### src/hdl/gcdlcm_pkg.sv
// ----------------------------------------------------------------------------
// gcdlcm_pkg
// shared constants for the gcd / lcm pipeline
// ----------------------------------------------------------------------------
package gcdlcm_pkg;

   localparam int DATA_WIDTH_DEFAULT = 32;

   localparam logic FUNC_GCD = 1'b0;
   localparam logic FUNC_LCM = 1'b1;

endpackage

### src/hdl/gcdlcm_div_step.sv
// ----------------------------------------------------------------------------
// gcdlcm_div_step
// one registered restoring-division step, one quotient bit
// ----------------------------------------------------------------------------
module gcdlcm_div_step #(
   parameter int DATA_WIDTH = gcdlcm_pkg::DATA_WIDTH_DEFAULT,
   parameter int SIDE_WIDTH = 1
) (
   input  logic                  clock,
   input  logic                  reset,
   input  logic                  advance,
   input  logic                  valid_i,
   input  logic [DATA_WIDTH-1:0] divisor_i,
   input  logic [DATA_WIDTH-1:0] rem_i,
   input  logic [DATA_WIDTH-1:0] quo_i,
   input  logic [SIDE_WIDTH-1:0] side_i,
   output logic                  valid_o,
   output logic [DATA_WIDTH-1:0] divisor_o,
   output logic [DATA_WIDTH-1:0] rem_o,
   output logic [DATA_WIDTH-1:0] quo_o,
   output logic [SIDE_WIDTH-1:0] side_o
);
   logic                  valid_ff;
   logic [DATA_WIDTH-1:0] divisor_ff;
   logic [DATA_WIDTH-1:0] rem_ff, rem_in;
   logic [DATA_WIDTH-1:0] quo_ff, quo_in;
   logic [SIDE_WIDTH-1:0] side_ff;
   logic [DATA_WIDTH:0]   trial;
   logic [DATA_WIDTH:0]   sub;
   logic                  fits;

   always_comb begin
      trial  = {rem_i, quo_i[DATA_WIDTH-1]};
      sub    = trial - {1'b0, divisor_i};
      // trial stays below twice the divisor, so the top bit is the borrow
      fits   = !sub[DATA_WIDTH];
      rem_in = fits ? sub[DATA_WIDTH-1:0] : trial[DATA_WIDTH-1:0];
      quo_in = {quo_i[DATA_WIDTH-2:0], fits};
   end

   always_ff @(posedge clock) begin
      if (reset) begin
         valid_ff <= 1'b0;
      end else if (advance) begin
         valid_ff <= valid_i;
      end
      if (advance) begin
         divisor_ff <= divisor_i;
         rem_ff     <= rem_in;
         quo_ff     <= quo_in;
         side_ff    <= side_i;
      end
   end

   assign valid_o   = valid_ff;
   assign divisor_o = divisor_ff;
   assign rem_o     = rem_ff;
   assign quo_o     = quo_ff;
   assign side_o    = side_ff;
endmodule

### config.mk
export PLATFORM = sky130hd
export DESIGN_NAME = gcdlcm_div_step
export DESIGN_NICKNAME = d
export VERILOG_FILES = /design/src/hdl/gcdlcm_pkg.sv /design/src/hdl/gcdlcm_div_step.sv
export SDC_FILE = /design/constraint.sdc
export NUM_CORES = 1
export LEC_CHECK = 0
export ABC_AREA = 1
export BUFFER_PORTS_ARGS = -buffer_cell sky130_fd_sc_hd__buf_2
export CORE_AREA = 2 2 133 135
export CTS_BUF_LIST = sky130_fd_sc_hd__clkbuf_4 sky130_fd_sc_hd__clkbuf_8
export DETAILED_ROUTE_END_ITERATION = 10
export DIE_AREA = 0 0 135 137
export PLACE_DENSITY = 0.74
export REMOVE_ABC_BUFFERS = 1
export SETUP_SLACK_MARGIN = 0.5
export SYNTH_ARGS = -nofsm -noshare
export SYNTH_HDL_FRONTEND = slang
export SYNTH_SLANG_ARGS = --single-unit
### constraint.sdc
create_clock -name clock -period 2.47 [get_ports clock]
set_input_delay 0.494 -clock clock [delete_from_list [all_inputs] [get_ports clock]]
set_output_delay 0.494 -clock clock [all_outputs]
set_load 0.02 [all_outputs]
==> results_dict.tcl <==
set metrics [dict create \
    cts_max_level 3 \
    rrSetupSlack_ns 1.88 \
    nNetsFinal 1208 \
    synth_edf_count 97 \
    cts_buffers 9 \
    start_util_pct 36.5 \
    drt_wl_total_um 19600 \
    num-fill-cells 1642 \
    outcome "finished clean" \
    worst_slew_pin_slew_ns 0.350 \
    hold_viol 0 \
    grt_pass1_vias 5539 \
    vias_per_cell 4.49 \
    cellPowerDensity_nw_per_um2 547 \
    cts_tree "built" \
    maxSlewViolCount 0 \
    gp_congestion 0.902 \
    crit_start "quo_i[31]" \
    std_cell_rows 48 \
    path_depth 17 \
    yosys_warnings 0 \
    synth-async-reset-ratio_pct 0 \
    cp_slowest_cell "fa_2" \
    cp.buffers_inverters 4 \
    vdd_drop_max_v 0.000334 \
    synth.avg_cell_area_um2 7.94 \
    drt_iter0_drc 336 \
    rsz0062_at_grt "true" \
    drive_gt1_share_pct 41.6 \
    areaGrowthSynthToFinish_pct 44.6 \
    num_antenna_cells 0 \
    clockBufferDepth 2 \
    ioPinCount 199 \
    hold_path.class "in2reg" \
    final_cell_area_um2 8990 \
    fin_crit_ns 2.03 \
    overflow 0 \
    final-seq-area_um2 2930 \
    p_total_w 0.00492 \
    critPathLaunchType "primary input" \
    portBuffers 198 \
    path_clk_slew_ns 0.11 \
    grtUsageTotal_pct 20.0 \
    antenna_found_initial 0 \
    p_leak_nw 4.69 \
    synth-seq-cells 98 \
    crit_type "in2reg" \
    synthDistinctLibCells 32 \
    cts_root_buf "clkbuf_8" \
    r2r_end "valid_o$_SDFFE_PP0P_" \
    critPathTopFamily "simple AND/OR/NAND/NOR gates" \
    whs_path_depth 2 \
    skew_ns 0 \
    ant_nets 0 \
    die_area_um2 18500 \
    relSlewSlack_pct 76.7 \
    avgRoutedWirePerCell_um 15.0 \
    firstDrtPassIters 6 \
    clock_latency_ns 0.39 \
    die_y_um 137 \
    r2r_cells 2 \
    postCtsHoldBufs 0 \
    crit_top_cell "nand2_2" \
    crit_chain "buf_8, inv_4, ha_4, fa_2, inv_2, nand2_2, nand2_2, nand3_2, nand2_2, nand2_2, nand2_2, nand2_4, nand3_4, buf_6, nand2_8, nand2_2, nand2_1" \
    r2r-start "valid_o$_SDFFE_PP0P_" \
    cts_num_sinks 98 \
    drc_errors 0 \
    ys_seq_area_share_pct 47.2 \
    holdWs_ns 0.236 \
    cp.arrival_ns 2.20 \
    max_freq_mhz 493 \
    setup.worst_path.end "rem_o[6]$_DFFE_PP_" \
    multi_input_area_um2 3310 \
    end_kind "flip-flop" \
    path_max_fanout 8 \
    fp.dieW_um 135 \
    worst_path_largest_cell_delay_ns 0.35 \
    setup_viol 0 \
    place.detailed.hpwl_um 14100 \
    synthCells 783 \
    place_area_um2 7940 \
    grt_max_degree 61 \
    grt_pass1_wl_um 28300 \
    required_ns 2.64 \
    core_area_um2 17100 \
    drv_cap 0 \
    syn_area_um2 6220 \
    fin_crit_sh_pct 82.2 \
    ys.flop_type "edfxtp_1" \
    vias 5861 \
]
[where the power goes]
group	leakage [nW]	switching, W	internal [W]
Clock	0.0913	0.000656	0.000385
Sequential	0.955	0.0000388	0.00203
Combinational	3.65	0.00110	0.000702
Total	4.69	0.00180	0.00312
[cell usage after synthesis (2+ instances only)]
master | count | area (µm²)
a21oi_1 | 23 | 115
nor2_1 | 39 | 146
nor3_1 | 6 | 30.0
buf_6 | 4 | 45.0
inv_2 | 5 | 18.8
nand2_1 | 315 | 1180
inv_1 | 153 | 574
o21bai_1 | 7 | 52.6
and2_1 | 4 | 25.0
nand2_2 | 25 | 156
nand4_1 | 8 | 50.1
nand3b_1 | 2 | 15.0
edfxtp_1 | 97 | 2910
nand2_4 | 4 | 45.0
nand3_1 | 30 | 150
xor2_1 | 14 | 123
ha_1 | 32 | 400
[through the flow]
step | worst slack, ns | util [%] | std cells | setup TNS, ns
4_1_cts | 0.421 | 49.8 | 1295 | 0
2_1_floorplan | 0.143 | - | 777 | 0
3_5_place_dp | -0.195 | 46.5 | 1268 | -5.20
5_1_grt | 0.332 | 52.7 | 1304 | 0
6_report | 0.441 | 52.7 | 1304 | 0
3_3_place_gp | -0.118 | 46.5 | 1268 | -3.35
[layout make-up]
class                      instances  share of cell area (%)
tap                              225                    3.13
clock inverter                     7                   0.668
sequential                        98                    32.6
inverter                         159                    6.66
clock buffer                       9                    1.38
timing repair buffer             279                    18.8
multi-input combinational        527                    36.8
[what timing repair did]
action	in CTS	in global routing
setup buffers	7	6
pin swaps	15	28
gates cloned	4	3
gates resized for setup	53	85
setup endpoints to repair	33	33
[flip-flops by register name (all words and copies together) (netlist names)]
signal and cells:
quo_o 32, valid_o 1, rem_o 32, divisor_o 32
side_o 1
[layout by cell type, fill, tap and decap left out, drive strengths merged, types with 9 or more instances in the layout]
cell type	Yosys	final
nand2	345	352
buf	6	279
inv	158	161
edfxtp	97	97
nor2	40	40
ha	32	32
nand3	31	31
a21oi	25	25
xor2	14	14
clkbuf	0	9
[per-layer routing]
metal	wire [µm]	vias to the layer above	share of wire, %	global-route usage (%)
met5	0	-	0	0
met4	382	0	1.9	7.64
met3	1140	20	5.8	2.93
met2	9340	177	48	34.1
met1	8760	2650	45	25.8
li1	-	3014	-	-
[kinds of logic (layout without fill, tap and decap cells)]
logic type / count (synthesis) / after routing / synth area share, %
simple gates: 439 / 446 / 29.8
buf+inv: 165 / 454 / 10.9
flops: 98 / 98 / 47.2
fa+ha+maj: 33 / 33 / 6.76
compound gates: 32 / 32 / 3.10
xor+xnor: 15 / 15 / 2.11
mux: 1 / 1 / 0.161
[worst min-delay path by stage]
stage                          from              endpoint  slack, ns
2_1_floorplan                 reset  valid_o$_SDFFE_PP0P_       0.57
3_3_place_gp   valid_o$_SDFFE_PP0P_  valid_o$_SDFFE_PP0P_       0.47
3_5_place_dp   valid_o$_SDFFE_PP0P_  valid_o$_SDFFE_PP0P_       0.48
4_1_cts                       reset  valid_o$_SDFFE_PP0P_       0.22
5_1_grt                       reset  valid_o$_SDFFE_PP0P_       0.23
6_report                      reset  valid_o$_SDFFE_PP0P_       0.24
(Power assumes the default switching activity.)
