--- src/hdl/gcdlcm_pkg.sv ---
// ----------------------------------------------------------------------------
// gcdlcm_pkg
// shared constants for the gcd / lcm pipeline
// ----------------------------------------------------------------------------
package gcdlcm_pkg;

   localparam int DATA_WIDTH_DEFAULT = 32;

   localparam logic FUNC_GCD = 1'b0;
   localparam logic FUNC_LCM = 1'b1;

endpackage

--- src/hdl/gcdlcm_gcd_step.sv ---
// ----------------------------------------------------------------------------
// gcdlcm_gcd_step
// one registered step of the binary gcd reduction
// ----------------------------------------------------------------------------
module gcdlcm_gcd_step #(
   parameter int DATA_WIDTH = gcdlcm_pkg::DATA_WIDTH_DEFAULT,
   parameter int K_WIDTH    = 6,
   parameter int SIDE_WIDTH = 1
) (
   input  logic                  clock,
   input  logic                  reset,
   input  logic                  advance,
   input  logic                  valid_i,
   input  logic [DATA_WIDTH-1:0] x_i,
   input  logic [DATA_WIDTH-1:0] y_i,
   input  logic [K_WIDTH-1:0]    k_i,
   input  logic [SIDE_WIDTH-1:0] side_i,
   output logic                  valid_o,
   output logic [DATA_WIDTH-1:0] x_o,
   output logic [DATA_WIDTH-1:0] y_o,
   output logic [K_WIDTH-1:0]    k_o,
   output logic [SIDE_WIDTH-1:0] side_o
);
   logic                  valid_ff;
   logic [DATA_WIDTH-1:0] x_ff, x_in;
   logic [DATA_WIDTH-1:0] y_ff, y_in;
   logic [K_WIDTH-1:0]    k_ff, k_in;
   logic [SIDE_WIDTH-1:0] side_ff;
   logic [DATA_WIDTH-1:0] diff;
   logic                  x_ge_y;

   always_comb begin
      x_ge_y = (x_i >= y_i);
      diff   = x_ge_y ? (x_i - y_i) : (y_i - x_i);
      x_in   = x_i;
      y_in   = y_i;
      k_in   = k_i;
      if ((x_i == '0) || (y_i == '0)) begin
         // finished, hold
      end else if (!x_i[0] && !y_i[0]) begin
         x_in = x_i >> 1;
         y_in = y_i >> 1;
         k_in = k_i + K_WIDTH'(1);
      end else if (!x_i[0]) begin
         x_in = x_i >> 1;
      end else if (!y_i[0]) begin
         y_in = y_i >> 1;
      end else if (x_ge_y) begin
         x_in = diff >> 1;
      end else begin
         y_in = diff >> 1;
      end
   end

   always_ff @(posedge clock) begin
      if (reset) begin
         valid_ff <= 1'b0;
      end else if (advance) begin
         valid_ff <= valid_i;
      end
      if (advance) begin
         x_ff    <= x_in;
         y_ff    <= y_in;
         k_ff    <= k_in;
         side_ff <= side_i;
      end
   end

   assign valid_o = valid_ff;
   assign x_o     = x_ff;
   assign y_o     = y_ff;
   assign k_o     = k_ff;
   assign side_o  = side_ff;
endmodule

--- config.mk ---
export PLATFORM = sky130hd
export DESIGN_NAME = gcdlcm_gcd_step
export DESIGN_NICKNAME = d
export VERILOG_FILES = /design/src/hdl/gcdlcm_pkg.sv /design/src/hdl/gcdlcm_gcd_step.sv
export SDC_FILE = /design/constraint.sdc
export NUM_CORES = 1
export LEC_CHECK = 0
export BUFFER_PORTS_ARGS = -buffer_cell sky130_fd_sc_hd__buf_2
export CAP_MARGIN = 20
export CORE_ASPECT_RATIO = 0.6
export CORE_MARGIN = 8
export CORE_UTILIZATION = 61
export CTS_CLUSTER_DIAMETER = 30
export DETAILED_ROUTE_END_ITERATION = 16
export HOLD_SLACK_MARGIN = 0.05
export PLACE_DENSITY = 0.87
export SLEW_MARGIN = 40
export SYNTH_ARGS = -nofsm -noshare
export SYNTH_HDL_FRONTEND = slang
export SYNTH_SLANG_ARGS = --single-unit
--- constraint.sdc ---
create_clock -name clock -period 8.75 [get_ports clock]
set_input_delay 1.75 -clock clock [delete_from_list [all_inputs] [get_ports clock]]
set_output_delay 1.75 -clock clock [all_outputs]
set_load 0.05 [all_outputs]
==> run_results.csv, run 1 <==
group,metric,value,unit
global_routing,grt_pass1_wl,43300,um
yosys,syn_area,7260,um2
clock_network,hold_buffers,0,
sta,rsz0062_at_grt,"false",
placement,dp_cells,1137,
power_and_ir_drop,intPower,890,uW
yosys,synth.top_cell.area_share,29.4,%
cells_and_area,fin_cells,1154,
clock_network,ctsResizeCount,0,
yosys,synth_edf_count,71,
routing,vias_per_cell,6.99,
placement,place_hpwl,22300,um
sta,setup_tns,0,ns
cells_and_area,multiInputGateArea,4600,um2
critical_path,cp-startpoint,"x_i[21]",
power_and_ir_drop,clockPowerShare,29.4,%
sta,setup_viol,0,
critical_path,timing.reg2reg.setup_slack,8.12,ns
sta,clock.fmax,0.179,GHz
sta,relSlewSlack,38.4,%
run,cap_violations,0,
sta,fin_crit,5.57,ns
critical_path,cp_data_arrival_time,5.68,ns
die,rows,31,
cells_and_area,layout.nets,1125,
critical_path,r2r_end,"valid_o",
yosys,ys_ff_latch,72,
power_and_ir_drop,switching_power,618,uW
yosys,ys_async_sr_fraction,0,%
cells_and_area,drive_gt1_share,18.7,%
die,io_pins,147,
hold_path,hold_path.class,"reg -> reg",
clock_network,cts.sinks,72,
critical_path,critPathMaxFanout,24,
power_and_ir_drop,swShare,41.0,%
routing,first_pass_iters,8,
sta,drv_slew,0,
clock_network,cts_setup_buffers,0,
yosys,avgSynthCellArea,8.39,um2
critical_path,r2r_start,"valid_o",
critical_path,crit_required,8.86,ns
power_and_ir_drop,power,1510,uW
yosys,synthTopCellsByArea,"edfxtp_1 (29%), ha_1 (11%), a21oi_1 (7.2%)",
sta,fin_worst_skew,0,ns
yosys,ys_warn_count,0,
routing,routed_wl,28800,um
critical_path,crit_path_end,"y_o[30]",
yosys,ys_types,64,
routing,drt_iter0_drc,1365,
global_routing,gr-usage-all-layers,35.8,%
critical_path,ff2ff_path_depth,2,
clock_network,clock_latency,0.34,ns
power_and_ir_drop,ir_drop,0.0934,mV
die,die-area,15800,um2
run_status,outcome,"completed",
sta,timing.final.hold_violations,0,
die,start_util,61.4,%
critical_path,cp-start-kind,"primary input",
routing,drc_errors,0,
yosys,ys_seq_area_share,29.6,%
placement,pre_cts_slack,3.07,ns
cells_and_area,seq_area,2150,um2
yosys,synthesis.nets,1008,
cells_and_area,area_delta_synth_final,15.3,%
cells_and_area,fillers,930,
clock_network,root_buffer,"clkbuf_16",
global_routing,grt_overflow,0,
routing,route.vias.total,8070,
cells_and_area,final_common_cell,"buf_2",
clock_network,cts.path.max_buffers,2,
die,core,11800,um2
clock_network,numCtsBuffers,9,
cells_and_area,utilization,70.8,%
power_and_ir_drop,p_seq_share,29.0,%
clock_network,cts_tree,"built",
sta,setup_slack,3.18,ns
clock_network,clk_transition_reported_paths,0.06,ns
routing,ant_nets,0,
critical_path,critical_path_class,"in -> reg",
global_routing,grt_max_degree,73,
die,die_h,101,um
sta,finalCritPeriodShare,63.7,%
critical_path,critPathCaptureType,"flop",
yosys,postSynthCellCount,866,
die,fp.dieW,157,um
placement,port-buffer-count,146,
sta,worst_slew_pin_slew,0.920,ns
yosys,synthFlopType,"edfxtp_1",
cells_and_area,most-common-layout-cells,"buf_2 (145), a21oi_1 (105), inv_1 (76)",
yosys,synth_top_cell_by_area,"edfxtp_1",
power_and_ir_drop,p_leak,0.00361,uW
power_and_ir_drop,combPwrFrac,41.6,%
routing,wl_per_cell,25.0,um
power_and_ir_drop,p_per_area,180,nW/um2
global_routing,grt_pass1_vias,7462,
global_routing,antenna_found_initial,0,
placement,place.gp.congestion,1.06,
clock_network,cts_max_level,3,
-- layout make-up --
cell class	count	area share, %
multi-input combinational	671	54.9
sequential	72	25.7
timing repair buffer	152	9.34
inverter	77	3.45
clock buffer	10	2.73
tap	165	2.46
clock inverter	6	1.37
antenna	1	0.0299
-- per-layer routing --
layer	vias to the layer above	track usage [%]	part of all wire, %
li1	3492	-	-
met1	3685	52.0	42
met2	799	47.1	37
met3	94	14.0	19
met4	0	10.8	2.9
met5	-	0	0
-- cell usage after synthesis, drive strengths merged (18+ instances only) --
cell      n
a21o     19
a21oi   109
buf      18
clkbuf   28
edfxtp   71
ha       65
inv      76
nand2    51
nor2     70
o21ai    45
o22ai    37
xnor2    46
-- worst min path at each step --
stage | to | slack [ns] | from | cells past startpoint
3_5_place_dp | valid_o | 0.53 | valid_o | 2
2_1_floorplan | valid_o | 0.73 | valid_o | 2
5_1_grt | valid_o | 0.57 | valid_o | 2
3_3_place_gp | valid_o | 0.47 | valid_o | 2
4_1_cts | valid_o | 0.55 | valid_o | 2
6_report | valid_o | 0.54 | valid_o | 2
-- metrics by stage --
step | hold slack (ns) | area [um2]
final | 0.544 | 8380
after floorplan | 0.733 | 7260
after CTS | 0.547 | 8370
after global placement | 0.469 | 8020
after detailed placement | 0.532 | 8030
after global routing | 0.567 | 8370
-- sequential cells by signal (all words and copies together), names as in the netlist --
name and count:
k_o 6, y_o 32, side_o 1, valid_o 1, x_o 32
-- critical path, cell delays in order --
cell,delay [ns]
buf_2,0.18
inv_1,0.11
ha_1,0.45
a21oi_1,0.34
o221ai_2,0.15
a221o_1,0.34
a221o_1,0.39
o21a_2,0.30
o21ai_4,0.71
nand2_2,0.41
a222oi_1,0.53
-- power groups by stage --
stage	registers [uW]	logic, uW	clock network [uW]
after floorplan	580	291	0
after detailed placement	444	599	0
final	437	627	444
after CTS	437	604	444
after global placement	442	602	0
after global routing	441	657	453
-- logic make-up after synthesis --
family,Yosys count,share of synthesized area (%)
AOI/OAI and AO/OA,328,30.1
xor gates and xnor gates,62,7.48
adders and majority gates,67,11.7
buffers and inverters,123,7.08
DFF,72,29.6
muxes,2,0.276
and+or+nand+nor,212,13.7
(Power assumes the default switching activity.)
==> inputs of run 2 (changes only) <==
CORE_UTILIZATION = 51   (was 61)
PLACE_DENSITY = 0.78   (was 0.87)
clock period = 5.11 ns   (was 8.75 ns; I/O delays follow)
==> run 2 against run 1 <==
Critical path depth up 2. Clock power is 62% higher. Via count shrank 1.4%. Count of clock-buffer cells in the layout unchanged. Sequential power rose by 72%. Worst hold slack lost 0.022 ns. Final cell count increased by 3.8%. Total power grew 70%. Utilization decreased by 9.0 points. Setup slack got worse by 2.5 ns. Global-route usage fell by 4.6 points. Highest routed layer is now met5.
==> run_results.csv, run 2 (same netlist as run 1, synthesis figures left out) <==
group,metric,value,unit
placement,place_hpwl,23100,um
global_routing,grt_pass1_wl,43700,um
clock_network,cts.sinks,72,
routing,drt_iter0_drc,1342,
sta,setup_tns,0,ns
sta,worst_slew_pin_slew,0.827,ns
sta,finalCritPeriodShare,86.9,%
sta,rsz0062_at_grt,"false",
die,die_h,108,um
routing,vias_per_cell,6.64,
critical_path,cp_data_arrival_time,4.51,ns
die,die-area,18400,um2
placement,port-buffer-count,146,
power_and_ir_drop,p_leak,0.00368,uW
critical_path,crit_buf_inv,2,
global_routing,grt_pass1_vias,7203,
hold_path,hold_start,"valid_o",
die,io_pins,147,
routing,route.vias.total,7956,
critical_path,r2r_start,"valid_o",
routing,drc_errors,0,
cells_and_area,antenna-diode-count,0,
cells_and_area,drive_gt1_share,20.2,%
global_routing,gr-usage-all-layers,31.2,%
run,cap_violations,0,
run_status,outcome,"completed",
sta,relSlewSlack,44.8,%
routing,ant_nets,0,
sta,timing.final.hold_violations,0,
cells_and_area,layout.nets,1143,
clock_network,cts_max_level,3,
sta,setup_viol,0,
power_and_ir_drop,p_per_area,301,nW/um2
hold_path,holdPathEnd,"valid_o",
critical_path,cp_slowest_cell,"a222oi_1",
clock_network,cts_tree,"built",
critical_path,cp_slowest_stage_delay,0.45,ns
routing,routed_wl,30100,um
critical_path,crit_chain,"buf_2 -> ha_1 -> fa_1 -> nor2b_1 -> o31a_1 -> o21ai_0 -> nand3_1 -> o2111a_1 -> o21a_2 -> nor2_1 -> buf_4 -> a21oi_1 -> a222oi_1",
clock_network,ctsResizeCount,0,
power_and_ir_drop,ir_drop,0.218,mV
critical_path,r2r_end,"valid_o",
sta,fin_crit,4.44,ns
die,core,13800,um2
global_routing,grt_overflow,0,
critical_path,critical_path_class,"in -> reg",
clock_network,root_buffer,"clkbuf_16",
hold_path,whs_path_depth,2,
critical_path,ff2ff_path_depth,2,
critical_path,cp_num_cells,13,
die,rows,33,
clock_network,clock_latency,0.34,ns
critical_path,critPathCaptureType,"flop",
clock_network,clk_transition_reported_paths,0.06,ns
die,start_util,52.7,%
die,fp.dieW,170,um
placement,place.gp.congestion,1.02,
global_routing,grt_max_degree,73,
critical_path,cp-start-kind,"primary input",
critical_path,cp_top_family,"compound AO/OA/AOI/OAI gates",
cells_and_area,final_common_cell,"buf_2",
sta,setup_slack,0.669,ns
clock_network,cts.path.max_buffers,2,
critical_path,timing.reg2reg.setup_slack,4.49,ns
clock_network,numCtsBuffers,9,
cells_and_area,most-common-layout-cells,"buf_2 (145), a21oi_1 (105), inv_1 (76)",
sta,clock.fmax,0.225,GHz
sta,fin_worst_skew,0,ns
critical_path,critPathMaxFanout,19,
placement,pre_cts_slack,0.569,ns
clock_network,cts_setup_buffers,0,
cells_and_area,area_delta_synth_final,17.3,%
routing,wl_per_cell,25.1,um
critical_path,crit_required,5.18,ns
clock_network,hold_buffers,0,
global_routing,antenna_found_initial,1,
hold_path,hold_path.class,"reg -> reg",
routing,first_pass_iters,6,
sta,drv_slew,0,
run 2: final cells by class:
| cell class | instances | area [um2] |
|---|---|---|
| fillers | 1267 | 5270 |
| multi-input cells | 671 | 4600 |
| flip-flops and latches | 72 | 2150 |
| repair buffers | 170 | 917 |
| inverters | 77 | 289 |
| well taps | 192 | 240 |
| clock buffers | 10 | 229 |
| clock inverters | 6 | 92.6 |
run 2: tightest hold or removal path, stage by stage (launching register included):
cell and delay [ns]:
dfxtp_1 0.33, mux2i_1 0.08, nor2_1 0.08
run 2: how the worst max path moves through the flow:
stage | from | end
2_1_floorplan | x_i[0] | x_o[7]
3_3_place_gp | x_i[0] | y_o[14]
3_5_place_dp | x_i[0] | y_o[14]
4_1_cts | y_i[0] | y_o[13]
5_1_grt | y_i[0] | y_o[13]
6_report | y_i[0] | y_o[13]
run 2: per-layer routing:
| layer | global-route usage [%] | vias up | wire (um) |
|---|---|---|---|
| met3 | 15.0 | 59 | 5460 |
| met1 | 45.7 | 3684 | 13100 |
| met2 | 39.2 | 693 | 10900 |
| li1 | - | 3518 | - |
| met5 | 0 | - | 13 |
| met4 | 7.73 | 2 | 597 |
run 2: through the flow:
stage | cell area (um2) | hold slack [ns] | utilization (%) | power [uW] | instances
after floorplan | 7260 | 0.733 | - | 1490 | 866
after global placement | 8190 | 0.477 | 59.4 | 1810 | 1182
after detailed placement | 8200 | 0.518 | 59.4 | 1810 | 1182
after CTS | 8520 | 0.532 | 61.8 | 2530 | 1198
after global routing | 8520 | 0.563 | 61.8 | 2640 | 1198
final | 8520 | 0.522 | 61.8 | 2560 | 1198
run 2: report_power, final:
group | switching, uW | internal [uW] | leakage [uW]
Clock | 287 | 431 | 0.000149
Sequential | 19.2 | 731 | 0.000704
Combinational | 768 | 325 | 0.00282
==> inputs of run 3 (changes only) <==
ABC_AREA = 1   (was not set)
CORE_MARGIN = 2   (was 8)
CORE_UTILIZATION = 53   (was 51)
==> run 3 against run 2 <==
Flip-flop and latch count is the same. Global-route usage grew 13 points. Fmax is 3.3% higher. Sequential share of layout area down 4.7 points. First-iteration DRC count rose by 79%. Wire length up 39%. Count of clock-buffer cells in the layout decreased by 1. Synthesized cell count is 76% higher. Critical path depth grew 5. Via count grew 45%. Combinational power up 18%. Register-to-register slack lost 0.02 ns.
==> run_results.csv, run 3 <==
group,metric,value,unit
routing,drc_errors,0,
placement,dp_cells,1862,
sta,timing.final.hold_violations,0,
power_and_ir_drop,p_leak,0.00559,uW
yosys,synth_edf_count,71,
sta,drv_slew,0,
critical_path,cp_data_arrival_time,4.40,ns
cells_and_area,drive_gt1_share,13.1,%
yosys,ys_types,44,
yosys,synthFlopType,"edfxtp_1",
routing,first_pass_iters,7,
hold_path,hold_path.class,"reg -> reg",
clock_network,cts_tree,"built",
die,rows,37,
power_and_ir_drop,swShare,46.0,%
clock_network,root_buffer,"clkbuf_16",
clock_network,clk_transition_reported_paths,0.06,ns
placement,port-buffer-count,146,
power_and_ir_drop,p_seq_share,27.4,%
clock_network,cts.path.max_buffers,2,
yosys,postSynthCellCount,1521,
sta,fin_crit,4.30,ns
sta,relSlewSlack,48.9,%
power_and_ir_drop,combPwrFrac,47.2,%
run_status,outcome,"completed",
yosys,yosysMostFrequentCell,"nand2_1",
critical_path,timing.reg2reg.setup_slack,4.47,ns
clock_network,clock_latency,0.35,ns
global_routing,gr-usage-all-layers,44.4,%
placement,place.gp.congestion,1.09,
critical_path,critical_path_class,"in -> reg",
power_and_ir_drop,p_per_area,261,nW/um2
yosys,synthTopCellsByArea,"edfxtp_1 (23%), nand2_1 (21%), inv_1 (9.8%)",
yosys,synth_commonest_cells,"nand2_1 (525), inv_1 (241), a21oi_1 (139)",
clock_network,cts.sinks,72,
critical_path,critPathMaxFanout,39,
sta,setup_tns,0,ns
die,die_h,106,um
sta,clock.fmax,0.233,GHz
global_routing,grt_overflow,0,
critical_path,crit_required,5.21,ns
sta,rsz0062_at_grt,"false",
clock_network,hold_buffers,0,
yosys,ys_ff_latch,72,
run,cap_violations,0,
cells_and_area,fin_cells,1878,
cells_and_area,area_delta_synth_final,12.8,%
cells_and_area,final_common_cell,"nand2_1",
global_routing,grt_pass1_vias,10200,
sta,whs,0.554,ns
yosys,ys_seq_area_share,23.2,%
routing,drt_iter0_drc,2405,
cells_and_area,antenna-diode-count,0,
yosys,synth.top_cell.area_share,23.0,%
clock_network,numCtsBuffers,9,
yosys,synthesis.nets,1663,
cells_and_area,most-common-layout-cells,"nand2_1 (525), inv_1 (241), buf_2 (145)",
global_routing,grt_max_degree,48,
cells_and_area,layout.nets,1781,
routing,routed_wl,41800,um
yosys,avgSynthCellArea,6.10,um2
yosys,synth_top_cell_by_area,"edfxtp_1",
global_routing,antenna_found_initial,0,
power_and_ir_drop,switching_power,1260,uW
yosys,ys_warn_count,0,
routing,vias_per_cell,6.12,
clock_network,ctsResizeCount,0,
sta,fin_worst_skew,0,ns
routing,route.vias.total,11500,
placement,place_hpwl,33900,um
clock_network,cts_setup_buffers,0,
power_and_ir_drop,intPower,1470,uW
power_and_ir_drop,clockPowerShare,25.4,%
die,fp.dieW,175,um
sta,worst_slew_pin_slew,0.765,ns
power_and_ir_drop,ir_drop,0.162,mV
global_routing,grt_pass1_wl,61200,um
sta,setup_viol,0,
die,core,17100,um2
die,die-area,18600,um2
yosys,syn_area,9270,um2
sta,finalCritPeriodShare,84.1,%
die,io_pins,147,
yosys,ys_async_sr_fraction,0,%
routing,ant_nets,0,
routing,wl_per_cell,22.2,um
critical_path,cp-start-kind,"primary input",
critical_path,critPathCaptureType,"flop",
die,start_util,54.1,%
clock_network,cts_max_level,3,
-- run 3: cell types whose count changed after synthesis, moves of 14 or more --
cell     change
nor2_1      +24
o22ai_1     -31
a21oi_1     +34
nand3_1     +77
o21ai_1     +14
nand4_1     +28
inv_1      +165
nand2_1    +476
a22oi_1     +21
nor4_1      -14
a21o_1      -17
xnor2_1     -38
-- run 3: worst paths after layout --
check	start	to	depth (start not counted)
worst max-delay path	y_i[0]	y_o[10]	18
worst min-delay path	valid_o	valid_o	2
worst max register to register	valid_o	valid_o	2
worst min register to register	valid_o	valid_o	2
-- run 3: metrics by stage --
| stage | worst slack, ns | cell area [um2] | utilization (%) | power, uW |
|---|---|---|---|---|
| final | 0.811 | 10500 | 61.1 | 2730 |
| after global routing | 0.755 | 10500 | 61.1 | 2810 |
| after CTS | 1.03 | 10500 | 61.1 | 2650 |
| after detailed placement | 0.724 | 10100 | 59.2 | 1970 |
| after global placement | 0.831 | 10100 | 59.2 | 1960 |
| after floorplan | 1.54 | 9270 | - | 1570 |
-- run 3: cell families (layout without fill, tap and decap cells) --
family	Yosys count	in the layout	share of synthesized area, %
adder cells (fa/ha/maj)	67	67	9.20
AND/OR/NAND/NOR	793	793	36.0
buffers and inverters	299	422	12.9
XOR/XNOR	25	25	2.36
AO/OA/AOI/OAI	264	264	16.2
flip-flops	72	72	23.2
multiplexers	1	1	0.108
-- run 3: critical path, cell delays in order --
cell and delay (ns):
buf_2 0.37, ha_1 0.32, fa_1 0.35, inv_1 0.12, nand2_1 0.09, nand2_2 0.07
nand2_1 0.07, nand2_2 0.07, nand2_1 0.10, nand3_2 0.14, nand2_4 0.22, nand2_8 0.10
nand2_4 0.44, nand3_1 0.47, nand2_1 0.20, nand3_1 0.10, nand2_1 0.09, inv_1 0.03
-- run 3: per-layer routing --
layer	global-route usage [%]	routed length, um	up-vias
met5	3.61	86	-
met2	55.8	14600	1028
met4	8.39	944	2
li1	-	-	5163
met3	21.0	8550	108
met1	66.6	17600	5200
-- run 3: final cells by class --
cell class / count / area, um2
sequential: 72 / 2150
tap: 234 / 293
clock buffer: 9 / 225
clock inverter: 7 / 93.8
multi-input combinational: 1150 / 5940
inverter: 246 / 925
fill: 1701 / 6670
timing repair buffer: 160 / 838
-- run 3: power groups by stage --
stage               Clock (uW)  Combinational, uW  Sequential, uW
floorplan                    0                581             985
global placement             0               1210             756
detailed placement           0               1210             760
CTS                        686               1220             748
global route               712               1350             752
finish                     691               1290             748
